## config.mk

```make
export PLATFORM = sky130hd
export DESIGN_NAME = number_beep_announcer
export DESIGN_NICKNAME = d
export VERILOG_FILES = /design/src/rtl/core/nba_pkg.sv /design/src/rtl/core/nba_cfg.sv /design/src/rtl/core/nba_seq.sv /design/src/rtl/core/number_beep_announcer.sv
export SDC_FILE = /design/constraint.sdc
export NUM_CORES = 1
export LEC_CHECK = 0
export BUFFER_PORTS_ARGS = -buffer_cell sky130_fd_sc_hd__buf_4
export CAP_MARGIN = 20
export CORE_MARGIN = 2
export CORE_UTILIZATION = 45
export CTS_BUF_LIST = sky130_fd_sc_hd__clkbuf_8
export CTS_CLUSTER_DIAMETER = 30
export CTS_CLUSTER_SIZE = 25
export DETAILED_ROUTE_END_ITERATION = 8
export GPL_TIMING_DRIVEN = 0
export PLACE_DENSITY = 0.59
export RECOVER_POWER = 100
export REMOVE_ABC_BUFFERS = 1
export SLEW_MARGIN = 15
export SYNTH_ARGS = -nofsm -noshare
export SYNTH_HDL_FRONTEND = slang
export SYNTH_SLANG_ARGS = --single-unit
export TNS_END_PERCENT = 20
```

## constraint.sdc

```tcl
create_clock -name clk -period 6.7 [get_ports clk]
set_input_delay 1.005 -clock clk [delete_from_list [all_inputs] [get_ports clk]]
set_output_delay 1.005 -clock clk [all_outputs]
set_load 0.01 [all_outputs]
```

## src/rtl/core/nba_pkg.sv

```systemverilog
// Package of the number beep announcer: types, reset values and helpers.
// Used by nba_cfg, nba_seq and the top level; depends on nothing.
`default_nettype none

package nba_pkg;

    // Widths fixed by the word formats
    localparam int unsigned CFG_WIDTH       = 16;
    localparam int unsigned CFG_INDEX_WIDTH = 2;
    localparam int unsigned MAG_WIDTH       = 8;
    localparam int unsigned TENS_WIDTH      = 5;
    localparam int unsigned ONES_WIDTH      = 4;
    localparam int unsigned IN_DATA_WIDTH   = 16;
    localparam int unsigned OUT_DATA_WIDTH  = 8;

    // Default counter width
    localparam int unsigned TICK_COUNT_WIDTH_DEF = 16;

    // Register reset values
    localparam logic [CFG_WIDTH-1:0] SHORT_BEEP_RESET = 16'd250;
    localparam logic [CFG_WIDTH-1:0] LONG_BEEP_RESET  = 16'd500;
    localparam logic [CFG_WIDTH-1:0] DIGIT_GAP_RESET  = 16'd500;

    // A ones digit of zero is sounded as ten beeps
    localparam logic [ONES_WIDTH-1:0] ONES_FOR_ZERO = 4'd10;
    localparam logic [MAG_WIDTH-1:0]  DIGIT_BASE    = 8'd10;

    // Register indexes
    typedef enum logic [CFG_INDEX_WIDTH-1:0] {
        CFG_SHORT_BEEP = 2'd0,
        CFG_LONG_BEEP  = 2'd1,
        CFG_DIGIT_GAP  = 2'd2
    } cfg_index_t;

    // Sequence phases, one-hot
    typedef enum logic [5:0] {
        PH_IDLE      = 6'b000001,
        PH_LONG_TONE = 6'b000010,
        PH_LONG_SIL  = 6'b000100,
        PH_BEEP      = 6'b001000,
        PH_SHORT_SIL = 6'b010000,
        PH_GAP       = 6'b100000
    } phase_t;

    // Durations held by the register bank
    typedef struct packed {
        logic [CFG_WIDTH-1:0] short_ticks;
        logic [CFG_WIDTH-1:0] long_ticks;
        logic [CFG_WIDTH-1:0] gap_ticks;
    } cfg_t;

    // Result of one word
    typedef struct packed {
        logic done;
        logic busy;
        logic speaker;
    } result_t;

    // Tens digit of an 8-bit value: multiply by 205/2048, exact for every 8-bit input
    function automatic logic [TENS_WIDTH-1:0] div10(input logic [MAG_WIDTH-1:0] m);
        logic [15:0] prod;
        prod = 16'(m) * 16'd205;
        return prod[15:11];
    endfunction

endpackage

`default_nettype wire

```

## src/rtl/core/nba_cfg.sv

```systemverilog
// Register bank of the number beep announcer: three tick durations.
// Depends on nba_pkg.
`default_nettype none

module nba_cfg (
    input  wire logic                                clk,
    input  wire logic                                rst_n,
    input  wire logic                                cfg_we,
    input  wire logic [nba_pkg::CFG_INDEX_WIDTH-1:0] cfg_index,
    input  wire logic [nba_pkg::CFG_WIDTH-1:0]       cfg_wdata,
    output nba_pkg::cfg_t                            cfg
);

    nba_pkg::cfg_t cfg_reg;

    // Decode the index and take the write; unknown indexes are dropped
    always_ff @(posedge clk or negedge rst_n)
    begin
        if (!rst_n)
        begin
            cfg_reg.short_ticks <= nba_pkg::SHORT_BEEP_RESET;
            cfg_reg.long_ticks  <= nba_pkg::LONG_BEEP_RESET;
            cfg_reg.gap_ticks   <= nba_pkg::DIGIT_GAP_RESET;
        end
        else if (cfg_we)
        begin
            unique case (nba_pkg::cfg_index_t'(cfg_index))
                nba_pkg::CFG_SHORT_BEEP: cfg_reg.short_ticks <= cfg_wdata;
                nba_pkg::CFG_LONG_BEEP:  cfg_reg.long_ticks  <= cfg_wdata;
                nba_pkg::CFG_DIGIT_GAP:  cfg_reg.gap_ticks   <= cfg_wdata;
                default:                 ;
            endcase
        end
    end

    assign cfg = cfg_reg;

endmodule

`default_nettype wire

```

## src/rtl/core/nba_seq.sv

```systemverilog
// Sequencer of the number beep announcer: phase, digit counters, tick counter
// and speaker level, advanced by one word per step. Depends on nba_pkg.
`default_nettype none

module nba_seq #(
    parameter int unsigned TICK_COUNT_WIDTH = nba_pkg::TICK_COUNT_WIDTH_DEF
) (
    input  wire logic                          clk,
    input  wire logic                          rst_n,
    input  wire logic                          step,
    input  wire logic                          mode,
    input  wire logic [nba_pkg::MAG_WIDTH-1:0] magnitude,
    input  wire logic                          negative,
    input  wire nba_pkg::cfg_t                 cfg,
    output nba_pkg::result_t                   res
);

    localparam int unsigned TW = TICK_COUNT_WIDTH;

    nba_pkg::phase_t                   phase_reg, phase_next;
    logic [nba_pkg::TENS_WIDTH-1:0]    tens_reg, tens_next;
    logic [nba_pkg::ONES_WIDTH-1:0]    ones_reg, ones_next;
    logic [TW-1:0]                     ticks_reg, ticks_next;
    logic                              spk_reg, spk_next;
    logic                              done;

    logic                              sounding;
    logic                              legal;
    logic [nba_pkg::TENS_WIDTH-1:0]    tens_in;
    logic [nba_pkg::MAG_WIDTH-1:0]     rem8;
    logic [nba_pkg::ONES_WIDTH-1:0]    ones_in;
    logic [nba_pkg::ONES_WIDTH-1:0]    ones_dec;
    logic [TW-1:0]                     ld_short, ld_long, ld_gap;

    // Split the start value into its digits
    assign tens_in = nba_pkg::div10(magnitude);
    assign rem8    = magnitude - nba_pkg::MAG_WIDTH'(tens_in * nba_pkg::DIGIT_BASE);
    assign ones_in = rem8[nba_pkg::ONES_WIDTH-1:0];

    // Durations fitted to the tick counter
    assign ld_short = TW'(cfg.short_ticks);
    assign ld_long  = TW'(cfg.long_ticks);
    assign ld_gap   = TW'(cfg.gap_ticks);

    assign sounding = (phase_reg == nba_pkg::PH_LONG_TONE) || (phase_reg == nba_pkg::PH_BEEP);
    assign legal    = (phase_reg == nba_pkg::PH_LONG_TONE) || (phase_reg == nba_pkg::PH_LONG_SIL)
                   || (phase_reg == nba_pkg::PH_BEEP) || (phase_reg == nba_pkg::PH_SHORT_SIL)
                   || (phase_reg == nba_pkg::PH_GAP);
    assign ones_dec = (ones_reg != '0) ? ones_reg - 1'b1 : '0;

    // Next state for the word in hand
    always_comb
    begin
        phase_next = phase_reg;
        tens_next  = tens_reg;
        ones_next  = ones_reg;
        ticks_next = ticks_reg;
        spk_next   = spk_reg;
        done       = 1'b0;
        if (mode)
        begin
            // Start: load digits and the first phase, ignored while busy
            if (phase_reg == nba_pkg::PH_IDLE)
            begin
                tens_next = tens_in;
                ones_next = (ones_in == '0) ? nba_pkg::ONES_FOR_ZERO : ones_in;
                spk_next  = 1'b0;
                if (negative)
                begin
                    phase_next = nba_pkg::PH_LONG_TONE;
                    ticks_next = ld_long;
                end
                else
                begin
                    phase_next = nba_pkg::PH_BEEP;
                    ticks_next = ld_short;
                end
            end
        end
        else if (phase_reg != nba_pkg::PH_IDLE)
        begin
            if (!legal)
            begin
                // Recover from a corrupted phase
                phase_next = nba_pkg::PH_IDLE;
                ticks_next = '0;
                spk_next   = 1'b0;
            end
            else
            begin
                if (sounding)
                begin
                    spk_next = ~spk_reg;
                end
                if (ticks_reg <= TW'(1))
                begin
                    // Phase ends: the speaker goes low whatever follows
                    ticks_next = '0;
                    spk_next   = 1'b0;
                    unique case (phase_reg)
                        nba_pkg::PH_LONG_TONE:
                        begin
                            phase_next = nba_pkg::PH_LONG_SIL;
                            ticks_next = ld_long;
                        end
                        nba_pkg::PH_LONG_SIL:
                        begin
                            phase_next = nba_pkg::PH_BEEP;
                            ticks_next = ld_short;
                        end
                        nba_pkg::PH_BEEP:
                        begin
                            phase_next = nba_pkg::PH_SHORT_SIL;
                            ticks_next = ld_short;
                        end
                        nba_pkg::PH_SHORT_SIL:
                        begin
                            if (tens_reg != '0)
                            begin
                                tens_next = tens_reg - 1'b1;
                                if (tens_reg != nba_pkg::TENS_WIDTH'(1))
                                begin
                                    phase_next = nba_pkg::PH_BEEP;
                                    ticks_next = ld_short;
                                end
                                else
                                begin
                                    phase_next = nba_pkg::PH_GAP;
                                    ticks_next = ld_gap;
                                end
                            end
                            else
                            begin
                                ones_next = ones_dec;
                                if (ones_dec != '0)
                                begin
                                    phase_next = nba_pkg::PH_BEEP;
                                    ticks_next = ld_short;
                                end
                                else
                                begin
                                    phase_next = nba_pkg::PH_GAP;
                                    ticks_next = ld_gap;
                                end
                            end
                        end
                        nba_pkg::PH_GAP:
                        begin
                            if (ones_reg != '0)
                            begin
                                phase_next = nba_pkg::PH_BEEP;
                                ticks_next = ld_short;
                            end
                            else
                            begin
                                phase_next = nba_pkg::PH_IDLE;
                                done       = 1'b1;
                            end
                        end
                        default:
                        begin
                            phase_next = nba_pkg::PH_IDLE;
                        end
                    endcase
                end
                else
                begin
                    ticks_next = ticks_reg - 1'b1;
                end
            end
        end
    end

    // Hold state between words, advance on a step
    always_ff @(posedge clk or negedge rst_n)
    begin
        if (!rst_n)
        begin
            phase_reg <= nba_pkg::PH_IDLE;
            tens_reg  <= '0;
            ones_reg  <= '0;
            ticks_reg <= '0;
            spk_reg   <= 1'b0;
        end
        else if (step)
        begin
            phase_reg <= phase_next;
            tens_reg  <= tens_next;
            ones_reg  <= ones_next;
            ticks_reg <= ticks_next;
            spk_reg   <= spk_next;
        end
    end

    assign res.speaker = spk_next;
    assign res.busy    = (phase_next != nba_pkg::PH_IDLE);
    assign res.done    = done;

endmodule

`default_nettype wire

```

## src/rtl/core/number_beep_announcer.sv

```systemverilog
// Number beep announcer: sounds an 8-bit magnitude and a sign as beeps on a
// one-bit speaker, one time tick per input word.
//
// Channels: the slave side takes words whose tuser says tick (0) or start (1);
// tdata carries the magnitude and the sign, used by a start word only. The
// master side returns one word per input word with the speaker level, a busy
// flag and a done flag that is set on the tick that ends the last digit gap.
// The write port sets the three durations (short beep, long tone, digit gap)
// in ticks; write it only while no word is in flight.
// Path: an accepted word sits in the input register, and its result is taken
// into the result register once that register is free or being emptied.
// Throughput: one word per cycle while the master side takes results, as the
// phase and counter update between those registers is combinational.
// Reset: the sequence returns to idle, the speaker is low, both registers are
// empty and the durations take their default values.
// Stall: while the master side holds tready low a finished result stays put;
// one more word is still taken into an empty input register, after which tready
// on the slave side falls until the result is taken.
// Depends on nba_pkg, nba_cfg and nba_seq.
`default_nettype none

module number_beep_announcer #(
    parameter int unsigned TICK_COUNT_WIDTH = nba_pkg::TICK_COUNT_WIDTH_DEF
) (
    input  wire logic                                clk,
    input  wire logic                                rst_n,
    // Input words
    input  wire logic                                s_tvalid,
    output      logic                                s_tready,
    input  wire logic [nba_pkg::IN_DATA_WIDTH-1:0]   s_tdata,   // [7:0] magnitude, [8] negative
    input  wire logic                                s_tuser,   // [0] mode
    // Result words
    output      logic                                m_tvalid,
    input  wire logic                                m_tready,
    output      logic [nba_pkg::OUT_DATA_WIDTH-1:0]  m_tdata,   // [0] speaker, [1] busy_res,
                                                                // [2] done_res
    // Register writes
    input  wire logic                                cfg_we,
    input  wire logic [nba_pkg::CFG_INDEX_WIDTH-1:0] cfg_index,
    input  wire logic [nba_pkg::CFG_WIDTH-1:0]       cfg_wdata
);

    logic                            in_valid_reg, in_valid_next;
    logic                            in_mode_reg;
    logic [nba_pkg::MAG_WIDTH-1:0]   in_mag_reg;
    logic                            in_neg_reg;
    logic                            out_valid_reg, out_valid_next;
    nba_pkg::result_t                out_res_reg;
    logic                            step;
    logic                            s_fire;
    nba_pkg::cfg_t                   cfg;
    nba_pkg::result_t                res;

    // Process the held word when the result register is free or being emptied
    assign step     = in_valid_reg && (!out_valid_reg || m_tready);
    assign s_tready = !in_valid_reg || step;
    assign s_fire   = s_tvalid && s_tready;

    assign in_valid_next  = s_fire || (in_valid_reg && !step);
    assign out_valid_next = step || (out_valid_reg && !m_tready);

    // Valid flags
    always_ff @(posedge clk or negedge rst_n)
    begin
        if (!rst_n)
        begin
            in_valid_reg  <= 1'b0;
            out_valid_reg <= 1'b0;
        end
        else
        begin
            in_valid_reg  <= in_valid_next;
            out_valid_reg <= out_valid_next;
        end
    end

    // Capture the input word
    always_ff @(posedge clk)
    begin
        if (s_fire)
        begin
            in_mode_reg <= s_tuser;
            in_mag_reg  <= s_tdata[nba_pkg::MAG_WIDTH-1:0];
            in_neg_reg  <= s_tdata[nba_pkg::MAG_WIDTH];
        end
    end

    // Capture the result word
    always_ff @(posedge clk)
    begin
        if (step)
        begin
            out_res_reg <= res;
        end
    end

    nba_cfg u_cfg (
        .clk       (clk),
        .rst_n     (rst_n),
        .cfg_we    (cfg_we),
        .cfg_index (cfg_index),
        .cfg_wdata (cfg_wdata),
        .cfg       (cfg)
    );

    nba_seq #(
        .TICK_COUNT_WIDTH (TICK_COUNT_WIDTH)
    ) u_seq (
        .clk       (clk),
        .rst_n     (rst_n),
        .step      (step),
        .mode      (in_mode_reg),
        .magnitude (in_mag_reg),
        .negative  (in_neg_reg),
        .cfg       (cfg),
        .res       (res)
    );

    assign m_tvalid = out_valid_reg;
    assign m_tdata  = {5'b0, out_res_reg.done, out_res_reg.busy, out_res_reg.speaker};

endmodule

`default_nettype wire

```

---- Word level (Yosys, flattened, before mapping) ----
Cells that the tools add are included.
W data, S select, Z words.
operators by class
  bitwise logic cells ..................... 5
  $lt $le $gt $ge ......................... 1
  multiplexer cells ....................... 45
  add/sub/neg operators ................... 4
  reduce and logical (&&, ||, !) cells .... 35
  $mul .................................... 2
  equality and inequality tests ........... 13
operator list
  cell                     number
  $mux W16                 10
  $pmux W16 S4             1
  $mux W6                  8
  $mux W4                  11
  $mux W5                  7
  $pmux W6 S5              1
  $le A16 B1 Y1 const B    1
  $mul A8 B8 Y16 const B   1
  $sub A16 B1 Y16 const B  1
  $reduce_and A7 Y1        2
  $ne A6 B1 Y1 const B     2
  $reduce_bool A2 Y1       5
  $logic_or A1 B1 Y1       9
  $reduce_bool A4 Y1       2
  $mux W1                  7
  $eq A6 B1 Y1 const B     1
  $eq A6 B2 Y1 const B     1
  $eq A6 B3 Y1 const B     1
  $eq A6 B4 Y1 const B     1
  $eq A6 B5 Y1 const B     1
  $eq A6 B6 Y1 const B     1
  $reduce_and A2 Y1        3
  $mul A5 B3 Y3 const B    1
  $ne A5 B1 Y1 const B     1
  16 further kinds         26
word-level totals
  word-level logic and storage cells ...... 121
  output and inout bits ................... 10
  register bits ........................... 95
  input port bits ......................... 40

---- Depth between registers and ports, before layout ----
  depth in word-level cells ............... 11
  gate-level depth with buffers ........... 21

---- Cells and area by module ----
Synthesis repeated with hierarchy kept, for this count alone.
second synthesis, totals
  cell total of the unflattened synthesis .. 590
  area total of the unflattened synthesis .. 6,346.1 um2
by module, submodules not included
  module                 times used  area each (um2)  cells an instance
  nba_seq                1           3,972.6          461
  nba_cfg                1           1,838.0          102
  number_beep_announcer  1           535.5            27

---- Least setup slack after synthesis ----
Ideal clock, no wire load.
  path type ............................... flip-flop to flip-flop
  from .................................... reg in_mag_reg[2] in the netlist's numbering
  to ...................................... reg u_seq.ones_reg[3] in the netlist's numbering
  data required time ...................... 6,564 ps
  stages on the path, launching flop included .. 22
  slack ................................... 1,250 ps
  arrival ................................. 5,313 ps
  cell sequence ........................... edfxtp_1 > ha_1 > xor2_1 > ha_1 > fa_1 > inv_1 > fa_1 > inv_1 > ha_1 > a2111oi_0 > o21ai_0 > a21oi_2 > xnor2_1 > ha_1 > inv_1 > fa_1 > xor3_1 > o311a_1 > nand3_1 > mux2_2 > nand4_1 > o21ai_0
between the ends
  cells in the longest elaborated chain, start to end .. 7
RTL lines
  element                 RTL line                     RTL
  from (decl)             number_beep_announcer.sv:45  logic [nba_pkg::MAG_WIDTH-1:0] in_mag_reg;
  from (signal assigned)  number_beep_announcer.sv:83  in_mag_reg <= s_tdata[nba_pkg::MAG_WIDTH-1:0];
  $mul A8 B8 Y16          nba_pkg.sv:62                prod = 16'(m) * 16'd205;
  $mul A5 B3 Y3           nba_seq.sv:37                assign rem8 = magnitude - nba_pkg::MAG_WIDTH'(tens_in * nba_pkg::DIGIT_BASE);
  $sub A4 B4 Y4 (*)       nba_seq.sv:37
  $logic_not A4 Y1        nba_seq.sv:66                ones_next = (ones_in == '0) ? nba_pkg::ONES_FOR_ZERO : ones_in;
  $mux W4 (*)             nba_seq.sv:66
  $mux W4 (*)             nba_seq.sv:63                if (phase_reg == nba_pkg::PH_IDLE)
  $mux W4 (*)             nba_seq.sv:60                if (mode)
  to (signal assigned)    nba_seq.sv:189               ones_reg <= ones_next;
  to (decl)               nba_seq.sv:22                logic [nba_pkg::ONES_WIDTH-1:0] ones_reg, ones_next;
Every way passes the cells marked *; elsewhere a longest branch is shown, timed or not. The select of a mux whose other input is x is not followed.
A chain may end at the register's enable or synchronous reset.

---- Worst setup path in the final report ----
Ends and elaborated chain as after synthesis.

==> run summary <==
DIE
--------------------------------------------------------------------------------------
Die height ..............................................................     123.4 µm
Die ar. .................................................................    15230 µm²
Starting density of the core ............................................       0.4623
Floorplan core area .....................................................    13880 µm²
Die Width ...............................................................     123.4 µm
Number of rows in the core area .........................................           43
Boundary pin count ......................................................           50

SYNTHESIS
--------------------------------------------------------------------------------------
Portion of synthesized cell area occupied by the leading cell type ......       0.2457
Yosys synthesis warning count ...........................................            0
Adder-Cell Fraction of Synth Area .......................................       0.1337
Area of the mapped netlist ..............................................     6417 µm²
Synthesized-area fraction occupied by xor and xnor cells ................      0.02281
Async set-or-reset flop fraction in the synthesized netlist .............       0.8632
Average instance area after synthesis ...................................    10.33 µm²
Cell types occupying the most area after synthesis ...................... dfrtp_1 (25%), ha_1 (9.9%), mux2_2 (8.8%)
Dominant combinational cell family by area after synthesis .............. compound AO/OA/AOI/OAI gates
Dominant synthesized flop cell ..........................................      dfrtp_1
Number of flops mapped to enable cells by yosys .........................           13
Simple-Gate Fraction of Synth Area ......................................       0.1279
Mux contribution to synthesized area ....................................       0.1158
Yosys reg bits ..........................................................           95
Complex-gate fraction of the synthesized area ...........................       0.1722
Cell count after synthesis ..............................................          621
Number of distinct library cells after synthesis ........................           65
Library cell with the largest summed area after synthesis ...............      dfrtp_1
Share of synthesized area occupied by flip-flops and latches ............       0.3843

POWER
--------------------------------------------------------------------------------------
Static Leak .............................................................  0.002977 µW
Total internal power ....................................................      1411 µW
Part of the total power dissipated in sequential elements ...............        0.376
Pwr per Cell Area ....................................................... 339.5 nW/µm²
Clock share of power ....................................................        0.186
Worst supply voltage drop on vdd ........................................  0.0001350 V
Switching power summed over all nets ....................................     965.5 µW
Part of the total power dissipated in combinational logic ...............        0.438
Switching Share .........................................................       0.4062

CELLS AND AREA
--------------------------------------------------------------------------------------
Utilization after layout ................................................       0.5043
Fill count ..............................................................         1300
Signed area change from the synthesized netlist to the final layout .....       9.086%
Final layout net count ..................................................          745
Leading cell types in the layout, fill and taps excluded ................ dfrtp_1 (63), ha_1 (51), mux2_2 (50), o21ai_0 (47)
Flip-flop count of the largest register after layout ....................           48
Most common library cell in the layout ignoring fill and taps ...........      dfrtp_1
Ratio of cells with drive above 1 in the final layout ...................       0.1914
Ant. Diodes .............................................................            0

WORST SETUP PATH
--------------------------------------------------------------------------------------
Slowest cell on crit path ...............................................         fa_1
Dominant cell type by count on the critical path ........................         ha_1
Data arrival time of the worst path .....................................      6.37 ns
Maximum fanout encountered on the critical timing path ..................            6
Crit-path cells ......................................................... ha_1, xor2_1, ha_1, fa_1, inv_1, fa_1, inv_1, ha_1, a2111oi_0, o21ai_0, a21oi_2, xnor2_1, ha_1, inv_1, fa_1, xor3_1, o311a_1, nand3_1, mux2_2, nand4_1, o21ai_0
Critical path required time .............................................      6.96 ns
Number of buffer and inverter instances along the worst setup path ......            3
Worst Setup Start Kind ..................................................         flop
Delay-heaviest family, CP ...............................................  adder cells
Class of the most critical setup path ...................................      reg2reg
Longest individual stage delay on the worst path ........................      0.54 ns
CP Capture Type .........................................................         flop

PLACE
--------------------------------------------------------------------------------------
Routability cong. .......................................................       0.8772
Minimum setup slack after placement .....................................    0.6579 ns
Post-DP HPWL ............................................................     10650 µm
Count of port buffers added during placement ............................           37

STA
--------------------------------------------------------------------------------------
Period Utilization, post-route ..........................................       0.9127
Clock skew after layout .................................................   0.01089 ns
RSZ-0062 raised after global routing ....................................        false
Total Neg Setup Slack ...................................................         0 ns
Final setup violation count .............................................            0
Post-layout minimum cycle time ..........................................     6.115 ns
Actual transition at the worst max-transition pin .......................     3.391 ns
Final hold violation count ..............................................            0
Worst-case setup margin in the final layout .............................    0.5848 ns
Max-slew violation count ................................................           65
Headroom to the max-slew limit ..........................................       -1.260
Achievable frequency ....................................................    163.5 MHz

WORST HOLD PATH
--------------------------------------------------------------------------------------
Worst min path class ....................................................      reg2reg

CTS
--------------------------------------------------------------------------------------
H-tree lvl count ........................................................            3
CTS Buf Count ...........................................................            9
Maximum buffer depth of the clock tree ..................................            2
CTS resizes .............................................................            0
Clock sinks .............................................................           95
Post-CTS Setup Inserts ..................................................            0
Number of buffers inserted by hold repair at cts ........................            0
TritonCTS clock tree ....................................................          yes
Later-pin clock latency in the skew report ..............................      0.38 ns
Clock slew at the register clock pins of the worst setup and hold paths .      0.10 ns
Clk Tree Root Cell ......................................................     clkbuf_8

ROUTE
--------------------------------------------------------------------------------------
DRC violation count after routing .......................................            0
Count of nets left with antenna violations after detail routing .........            0
Overall via count from detail_route .....................................         4992
Detail-routed via count per cell ........................................        6.029
Total iterations of the first detailed-routing run ......................            5
Sum of routed wire length over all layers ...............................     15010 µm
DR WL/cell ..............................................................     18.13 µm
Detailed router's first-iteration violation count .......................          321

GRT
--------------------------------------------------------------------------------------
Via count of the first global-routing pass ..............................         4978
Sum of overflow across all layers after global routing ..................            0
Global-route wire length before repair ..................................     25050 µm
Antenna violations before repair ........................................            0
Largest net degree at the start of global routing .......................           83
Total track usage .......................................................       0.2123

OUTCOME
--------------------------------------------------------------------------------------
Violated checks ......................................................... max-capacitance violations, max-slew violations
Status .................................................................. complete, but fails checks

RUN
--------------------------------------------------------------------------------------
Maxcap violations .......................................................            1

[metrics by stage]
stage | cell area [µm²] | hold WS (ns) | power, µW | cells
floorplan | 6275 | 0.4702 | 1662 | 591
global placement | 6778 | 0.4906 | 1915 | 808
detailed placement | 6830 | 0.4965 | 1950 | 811
CTS | 7056 | 0.5202 | 2403 | 827
global route | 7000 | 0.5379 | 2580 | 828
finish | 7000 | 0.5194 | 2377 | 828
[power by group through the flow]
stage,clock [µW],combinational [µW],sequential [µW]
floorplan,0,799,863
global placement,0,1020,898
detailed placement,0,1040,907
CTS,456,1050,895
global route,477,1190,917
finish,442,1040,894
[cells by family after synthesis]
kind of cell	after synthesis
adder cells (fa/ha/maj)	62
AO/OA/AOI/OAI	163
other	1
XOR/XNOR	15
buffers and inverters	65
multiplexers	68
flip-flops	95
AND/OR/NAND/NOR	152
[final cells by class]
cell class	count	area, µm²	area share
Inverter	31	116.4	0.01662
Clock inverter	7	101.3	0.01448
Multi-Input combinational cell	465	3686	0.5265
Timing Repair Buffer	41	281.5	0.04021
Clock buffer	9	123.9	0.01769
Sequential cell	95	2466	0.3523
Tap cell	180	225.2	0.03217
[cell usage after synthesis (6+ instances only)]
library cell and n:
o21ai_0 47, ha_1 51, a21oi_1 31, xor2_1 7
a221o_1 7, nand2_1 31, nor3_1 24, nand3_1 9
fa_1 11, nor3b_1 7, a211o_1 6, dfrtp_1 63
nor2b_1 7, xnor2_1 7, a222oi_1 7, nor2_1 25
nand4_1 7, or4_1 6, mux2i_1 18, dfstp_2 19
mux2_2 50, o21a_1 7, inv_1 30, edfxtp_1 13
clkbuf_1 23, o31ai_1 6, a211oi_1 7, nor4_1 6
a21o_1 6
[worst register-to-register path: stages, from the launching register on]
cell and delay [ns]:
edfxtp_1 0.51, ha_1 0.39, xor2_1 0.21, ha_1 0.29
fa_1 0.54, inv_1 0.06, fa_1 0.54, inv_1 0.04
ha_1 0.33, a2111oi_0 0.38, o21ai_0 0.25, a21oi_2 0.36
xnor2_1 0.23, ha_1 0.20, inv_1 0.05, fa_1 0.37
xor3_1 0.46, o311a_1 0.25, nand3_1 0.10, mux2_2 0.27
nand4_1 0.09, o21ai_0 0.08
[worst paths after layout]
path                       slack [ns]  cells after the start                      startpoint                              to
setup / recovery                 0.58                     21         in_mag_reg[2]$_DFFE_PP_   u_seq.ones_reg[3]$_DFFE_PN0P_
hold / removal                   0.52                      2  u_seq.ticks_reg[1]$_DFFE_PN0P_  u_seq.ticks_reg[1]$_DFFE_PN0P_
setup reg to reg                 0.58                     21         in_mag_reg[2]$_DFFE_PP_   u_seq.ones_reg[3]$_DFFE_PN0P_
hold reg to reg                  0.52                      2  u_seq.ticks_reg[1]$_DFFE_PN0P_  u_seq.ticks_reg[1]$_DFFE_PN0P_
max in group asynchronous        2.17                      2                           rst_n       u_cfg.cfg[16]$_DFFE_PN0P_
min in group asynchronous        0.78                      1                           rst_n   u_seq.tens_reg[4]$_DFFE_PN0P_
[metal layers]
layer | GRT usage | vias to the layer above | share of wire
li1 | - | 2367 | -
met1 | 0.2785 | 2494 | 0.45
met2 | 0.3510 | 104 | 0.49
met3 | 0.03321 | 27 | 0.039
met4 | 0.08452 | 0 | 0.023
met5 | 0 | - | 0
No activity file was read; power rests on OpenSTA's default activity.
